**config.mk**
```make
export PLATFORM = sky130hd
export DESIGN_NAME = lpb_ctrl
export DESIGN_NICKNAME = d
export VERILOG_FILES = /design/src/rtl/lpb_pkg.sv /design/src/rtl/lpb_ctrl.sv
export SDC_FILE = /design/constraint.sdc
export NUM_CORES = 1
export LEC_CHECK = 0
export ABC_AREA = 1
export BUFFER_PORTS_ARGS = -buffer_cell sky130_fd_sc_hd__buf_2
export CORE_AREA = 2 2 39 41
export DETAILED_ROUTE_END_ITERATION = 8
export DIE_AREA = 0 0 41 43
export PLACE_DENSITY = 0.41
export SYNTH_ARGS = -nofsm -noshare
export SYNTH_HDL_FRONTEND = slang
export SYNTH_SLANG_ARGS = --single-unit
```
**constraint.sdc**
```tcl
create_clock -name i_clk -period 1.1 [get_ports i_clk]
set_input_delay 0.165 -clock i_clk [delete_from_list [all_inputs] [get_ports i_clk]]
set_output_delay 0.165 -clock i_clk [all_outputs]
set_load 0.02 [all_outputs]
```
**src/rtl/lpb_pkg.sv**
```systemverilog
package lpb_pkg;

    // Defaults for the top-level parameter and the register
    localparam int DEF_MAX_LEDS    = 256;
    localparam int LED_COUNT_RESET = 256;
    localparam int LED_COUNT_W     = 9;

    // Colour arithmetic
    localparam int COMP_W          = 8;
    localparam int COMP_MAX        = 255;
    localparam int HSV_REGION_SPAN = 43;
    localparam int HSV_REM_SCALE   = 6;

    // Controller to datapath commands
    typedef struct packed {
        logic capture;    // take the input item
        logic calc;       // register the result colour, restart fill counter
        logic wr_single;  // write result to the addressed entry
        logic fill_step;  // write result at fill counter and advance
        logic out_load;   // move result into the output register
    } t_dp_cmd;

    // Datapath to controller status
    typedef struct packed {
        logic is_fill;    // item is a fill
        logic fill_zero;  // fill covers no entries
        logic fill_last;  // fill counter sits on the last entry
        logic out_free;   // output register can take a result
    } t_dp_sts;

endpackage

```
**src/rtl/lpb_ctrl.sv**
```systemverilog
module lpb_ctrl (
    input  logic             i_clk,
    input  logic             i_rst_n,
    input  logic             s_axis_tvalid,
    output logic             s_axis_tready,
    input  lpb_pkg::t_dp_sts i_sts,
    output lpb_pkg::t_dp_cmd o_cmd
);

    localparam logic [2:0] S_IDLE  = 3'd0;
    localparam logic [2:0] S_HSV1  = 3'd1;
    localparam logic [2:0] S_HSV2  = 3'd2;
    localparam logic [2:0] S_HSV3  = 3'd3;
    localparam logic [2:0] S_CALC  = 3'd4;
    localparam logic [2:0] S_WRITE = 3'd5;
    localparam logic [2:0] S_FILL  = 3'd6;
    localparam logic [2:0] S_DONE  = 3'd7;

    logic [2:0] r_state;
    logic [2:0] n_state;

    assign s_axis_tready = (r_state == S_IDLE);

    // Next state and commands
    always_comb begin
        n_state = r_state;
        o_cmd   = '0;
        unique case (r_state)
            S_IDLE: begin
                if (s_axis_tvalid) begin
                    o_cmd.capture = 1'b1;
                    n_state       = S_HSV1;
                end
            end
            S_HSV1: n_state = S_HSV2;
            S_HSV2: n_state = S_HSV3;
            S_HSV3: n_state = S_CALC;
            S_CALC: begin
                o_cmd.calc = 1'b1;
                priority if (!i_sts.is_fill) begin
                    n_state = S_WRITE;
                end else if (i_sts.fill_zero) begin
                    n_state = S_DONE;
                end else begin
                    n_state = S_FILL;
                end
            end
            S_WRITE: begin
                o_cmd.wr_single = 1'b1;
                n_state         = S_DONE;
            end
            S_FILL: begin
                o_cmd.fill_step = 1'b1;
                if (i_sts.fill_last) begin
                    n_state = S_DONE;
                end
            end
            S_DONE: begin
                if (i_sts.out_free) begin
                    o_cmd.out_load = 1'b1;
                    n_state        = S_IDLE;
                end
            end
            default: n_state = S_IDLE;
        endcase
    end

    always_ff @(posedge i_clk) begin
        if (!i_rst_n) begin
            r_state <= S_IDLE;
        end else begin
            r_state <= n_state;
        end
    end

endmodule

```
# ---- Word-level counts from Yosys, hierarchy flattened
# Cells that the tools add are included.
dict set report classes {
  n_eq_ne 10
  muxes 13
  reduce_logical 2
}
# cell n
set op_table {}
lappend op_table {{$pmux W3 S8} 1}
lappend op_table {{$eq A3 B3 Y1 const B} 4}
lappend op_table {{$mux W3} 4}
lappend op_table {{$mux W1} 8}
lappend op_table {{$eq A3 B2 Y1 const B} 2}
lappend op_table {{$ne A2 B2 Y1 const B} 3}
lappend op_table {{$eq A3 B1 Y1 const B} 1}
lappend op_table {{$logic_not A3 Y1} 1}
lappend op_table {{$reduce_and A3 Y1} 1}
dict set report word_totals {
  ff_bits 3
  output_inout_bits 6
  wordCells 26
}

# ---- Logic depth before layout (Yosys ltp)
# Gate-level depths: netlist (run 1).
dict set report depth {
  ltp_word 3
  mapped_depth 7
  mapped_depth_nobuf 7
}

# ---- Worst setup path before layout (run 1)
# No wires, ideal clock.
dict set report synth_path {
  path_type {register -> output}
  from {register r_state[2]}
  to {output port o_cmd[3] (netlist name)}
  arrival_time_ns 0.953
  required_time_ns 0.935
  path_slack_ns -0.018
  path_stages_with_launch 3
  cell_sequence {dfxtp_1 > inv_2 > nor3_1}
}
# element line
set synth_rtl {}
lappend synth_rtl {{start: declaration} lpb_ctrl.sv:19} ;# logic [2:0] r_state;
lappend synth_rtl {{start signal: assignment} lpb_ctrl.sv:72} ;# r_state <= n_state;
lappend synth_rtl {{end: declaration} lpb_ctrl.sv:7} ;# output lpb_pkg::t_dp_cmd o_cmd

==> metrics.txt, run 1 <==
outcome finished, violations left; failing checks setup timing; Die X 41 um; total power draw 0.789 mW; Clock transition at path regs 0.04 ns; drt pass-1 iters 4; crit path launch type register; P_leak 0.306 nW; pin count of the biggest net entering global routing 7; Data required, critical path 0.94 ns; Die Ht 43 um; skew final 0.00412 ns; vias in the first global route 304; final worst slack -0.101 ns; gr usage total 10.9%; WL per Instance 9.93 um; critical path peak fanout 4; DRC Markers 0; highest clock rate 833 MHz; Hold Crit Class input pin to register; Die Area 1760 um^2; # hold bufs at CTS 0; GP Congestion 0.830; CP Capture Type output port; Vias 368; largest register by flop count r_state; main combinational cell family by area after synthesis simple AND/OR/NAND/NOR gates; Cells after DPL 72; Area growth syn-to-layout 127%; Routed WL 854 um; Max transition margin 91.1%; worst ir drop on vdd 0.000714 V; Period Utilization, post-route 109%; CTS tree yes; core area 1380 um^2; max_cap viols 0; vias per cell 4.28; Power Density 1420 nW/um^2; total gr overflow 0; Final ANT Viol Nets 0; max reg flops 3; Fin. Hold Viols 0; CTS buffer count 3; Pins Over Slew Limit 0; Mapped Avg Cell Area 5.84 um^2; register area 71.3 um^2; drt initial violations 12; post-synthesis mux area share 0%; area fraction of the dominant cell type after synthesis 24.5%; htree depth 1; register bit total from synthesis 3; Cell Area, Synth 245 um^2; Initial Util 17.7%; post-synthesis sequential area ratio 24.5%; post-synth net total 49; ant diodes 0; global-route wire length before repair 1230 um; Non-Filler Instances 86; DPL Wire Length 508 um; Area contributors post-synth dfxtp_1 (24%), inv_1 (15%), nand2_1 (11%); cells after synthesis 42; clock period minus worst slack 1.20 ns; Final nets 78; clock insertion delay at the later pin of the skew report 0.24 ns; multi-input logic area 189 um^2; most common cell after layout, fill and taps aside buf_4; total negative slack -0.376 ns; Post-DP Area 342 um^2; initial antenna violation count 0; final setup vio count 5; area fraction in compound gates after synthesis 6.12%; clock tree sinks 3; Synth Warn # 0; Synth cell types 14; Clock Tree Buf Depth 2; largest registers r_state: 3 flops; area leader, netlist dfxtp_1; Ports 13; ratio of cells with drive above 1 in the final layout 75.7%; xor-xnor portion of the synthesized cell area 0%; post-synthesis simple-gate area fraction 48.0%; worst setup path class register to output port; crit path DAT 1.04 ns; row count 14; design area 557 um^2; Adder-Cell Fraction of Synth Area 0%; # fillers 146; root buf cell clkbuf_4; most frequent cells in the layout buf_4 (10), buf_6 (9), buf_2 (6); port bufs 12; Worst-Margin Slew 0.133 ns; unrepaired setup endpoints after global routing yes
worst max-delay path, stage by stage (launching register included):
cell and delay [ns]:
dfxtp_4 0.36, buf_6 0.12, nor3_2 0.15, buf_4 0.16
area by class of cell:
type,count,share of cell area (%)
Clock buffer,4,4.72
Inverter,11,7.87
Multi-Input combinational cell,27,33.9
Sequential cell,3,12.8
Tap cell,16,3.60
Timing Repair Buffer,25,37.1
kinds of logic (layout without fill, tap and decap cells):
group	after synthesis	in the layout
simple gates	24	24
buf+inv	12	40
compound gates	3	3
flops	3	3
power by group:
part / switching (mW) / leakage (nW) / internal (mW)
clock network: 0.0629 / 0.0150 / 0.136
registers: 0.0486 / 0.0267 / 0.136
logic: 0.187 / 0.264 / 0.218
total: 0.299 / 0.306 / 0.490
repair_timing:
action                     CTS  global route
gates resized for setup     23            18
setup endpoints to repair    6             8
setup buffers                6             5
pin swaps                    4             6
cell usage after synthesis:
master / number
inv_1: 10
nand2_1: 7
nor2_1: 7
dfxtp_1: 3
nand3_1: 3
a21oi_1: 2
nand3_2: 2
nand4_1: 2
buf_6: 1
inv_2: 1
nand2_2: 1
nor2_2: 1
nor3_1: 1
o21ai_1: 1
routing by layer:
metal	vias up	GRT usage, %	wire [um]
met3	4	4.71	60
met1	168	12.5	308
met2	12	15.3	456
met4	0	8.00	29
li1	184	-	-
met5	-	0	0
worst paths after layout:
check	startpoint	endpoint	slack (ns)	depth (start not counted)
min reg2reg	r_state[2]	r_state[2]	0.57	2
max reg2reg	r_state[1]	r_state[1]	0.02	6
min	i_rst_n	r_state[1]	0.18	3
max	r_state[1]	o_cmd[3]	-0.10	3
through the flow:
step	hold slack [ns]	util [%]	worst slack, ns
5_1_grt	0.179	40.2	-0.143
2_1_floorplan	0.293	-	0.0358
4_1_cts	0.186	34.1	-0.0942
6_report	0.175	40.2	-0.101
3_3_place_gp	0.453	24.7	0.0553
3_5_place_dp	0.440	24.7	0.0618
Power figures use the tool's default switching activity.
==> inputs of run 2 (changes only) <==
--- a/config.mk
+++ b/config.mk
@@ -10,7 +10,8 @@
 export CORE_AREA = 2 2 39 41
 export DETAILED_ROUTE_END_ITERATION = 8
 export DIE_AREA = 0 0 41 43
-export PLACE_DENSITY = 0.41
+export PLACE_DENSITY = 0.37
+export REMOVE_ABC_BUFFERS = 1
 export SYNTH_ARGS = -nofsm -noshare
 export SYNTH_HDL_FRONTEND = slang
 export SYNTH_SLANG_ARGS = --single-unit
==> run 2 against run 1 <==
Against the previous run:
- the run still ends with setup timing left
- register-to-register slack hardly changed
- largest power group unchanged
- die area stayed put
- clock skew fell by 0.0012 ns
- flip-flop and latch count is the same
- design area fell by 11%
- critical path type unchanged
- largest cell class is now multi-input gates
- worst hold slack better by 0.020 ns
- sequential power is 4% lower
- highest routed layer is now met3
==> metrics.txt, run 2 (synthesis results as in run 1) <==
Cells after DPL 72; Max transition margin 91.3%; Final nets 73; critical path peak fanout 6; Clock transition at path regs 0.04 ns; htree depth 1; root buf cell clkbuf_4; total gr overflow 0; max reg flops 3; Vias 327; total power draw 0.711 mW; Setup crit start r_state[0]; Pins Over Slew Limit 0; WHS Path Cells 3; uppermost layer routed met3; Data required, critical path 0.94 ns; final worst slack -0.0686 ns; clock tree sinks 3; Initial Util 17.7%; max_cap viols 0; met2 WL 433 um; final setup vio count 5; WL per Instance 9.11 um; initial antenna violation count 0; CTS tree yes; Reg-to-Reg End r_state[0]; DPL Wire Length 491 um; Routed WL 738 um; Reg2Reg Depth 8; Fin. Hold Viols 0; Setup WS pre-CTS 0.0227 ns; design area 493 um^2; largest register by flop count r_state; Non-Filler Instances 81; CTS buffer count 3; drt initial violations 3; unrepaired setup endpoints after global routing yes; DRT met1 WL 261 um; Die Ht 43 um; Clock Tree Buf Depth 2; drt pass-1 iters 3; gr usage total 9.81%; port bufs 12; worst reg2reg path startpoint r_state[1]; crit path launch type register; pin count of the biggest net entering global routing 7; P_leak 0.269 nW; most frequent cells in the layout buf_4 (7), buf_6 (7), inv_2 (6), buf_2 (6), inv_1 (5); total negative slack -0.207 ns; minimum hold slack 0.195 ns; DRC Markers 0; highest clock rate 856 MHz; worst setup path class register to output port; vias per cell 4.04; Area growth syn-to-layout 101%; # hold bufs at CTS 0; Hold Path End r_state[1]; GP Congestion 0.636; wire length on met3 42 um; ant diodes 0; Die X 41 um; crit path DAT 1.00 ns; core area 1380 um^2; worst ir drop on vdd 0.000574 V; Ports 13; row count 14; clock insertion delay at the later pin of the skew report 0.23 ns; Period Utilization, post-route 106%; ratio of cells with drive above 1 in the final layout 69.2%; CP Capture Type output port; Worst-Margin Slew 0.130 ns; Die Area 1760 um^2; vias in the first global route 303; skew final 0.00288 ns; clock period minus worst slack 1.17 ns; Post-DP Area 337 um^2; final core utilization 35.6%; failing checks setup timing; min-delay src i_rst_n; largest registers r_state: 3 flops; Final ANT Viol Nets 0; Hold Crit Class input pin to register; global-route wire length before repair 1150 um; outcome finished, violations left; R2R Setup Slk 0.01 ns; Power Density 1440 nW/um^2
run 2: cell types whose count changed in the layout (fill, tap and decap cells not counted), sizes merged:
cell / delta
buf: -5
run 2: worst max-delay path by stage:
stage | slack [ns] | cells after the start | to
final | -0.07 | 5 | o_cmd[0]
after detailed placement | 0.02 | 3 | o_cmd[3]
after global routing | -0.15 | 5 | o_cmd[0]
after global placement | -0.02 | 3 | o_cmd[3]
after floorplan | -0.02 | 2 | o_cmd[3]
after CTS | -0.10 | 5 | o_cmd[0]
run 2: area by class of cell:
class	instances	area, um^2
Clock buffer	4	26.3
Inverter	11	41.3
Fill cell	159	891
Tap cell	16	20.0
Multi-Input combinational cell	27	173
Sequential cell	3	71.3
Timing Repair Buffer	20	161
run 2: critical path, stage by stage (launching register included):
cell	delay (ns)
dfxtp_4	0.39
nand2_2	0.07
inv_2	0.06
nand2_2	0.05
nor2_2	0.09
buf_6	0.12
run 2: repair_timing:
action | 4_1_cts | 5_1_grt
gates cloned | 0 | 0
endpoints found under the setup margin | 6 | 8
pin swaps | 5 | 7
resized for setup | 26 | 9
setup buffers | 4 | 1
run 2: where the power goes:
part,switching (mW),internal (mW),total [mW]
logic,0.169,0.175,0.344
registers,0.0419,0.136,0.178
clock network,0.0532,0.136,0.189
total,0.264,0.447,0.711
run 2: metal layers:
metal,global-route usage [%],vias to the layer above
met5,0,-
met4,6.00,0
met3,3.14,0
met2,15.6,8
met1,10.5,146
li1,-,173
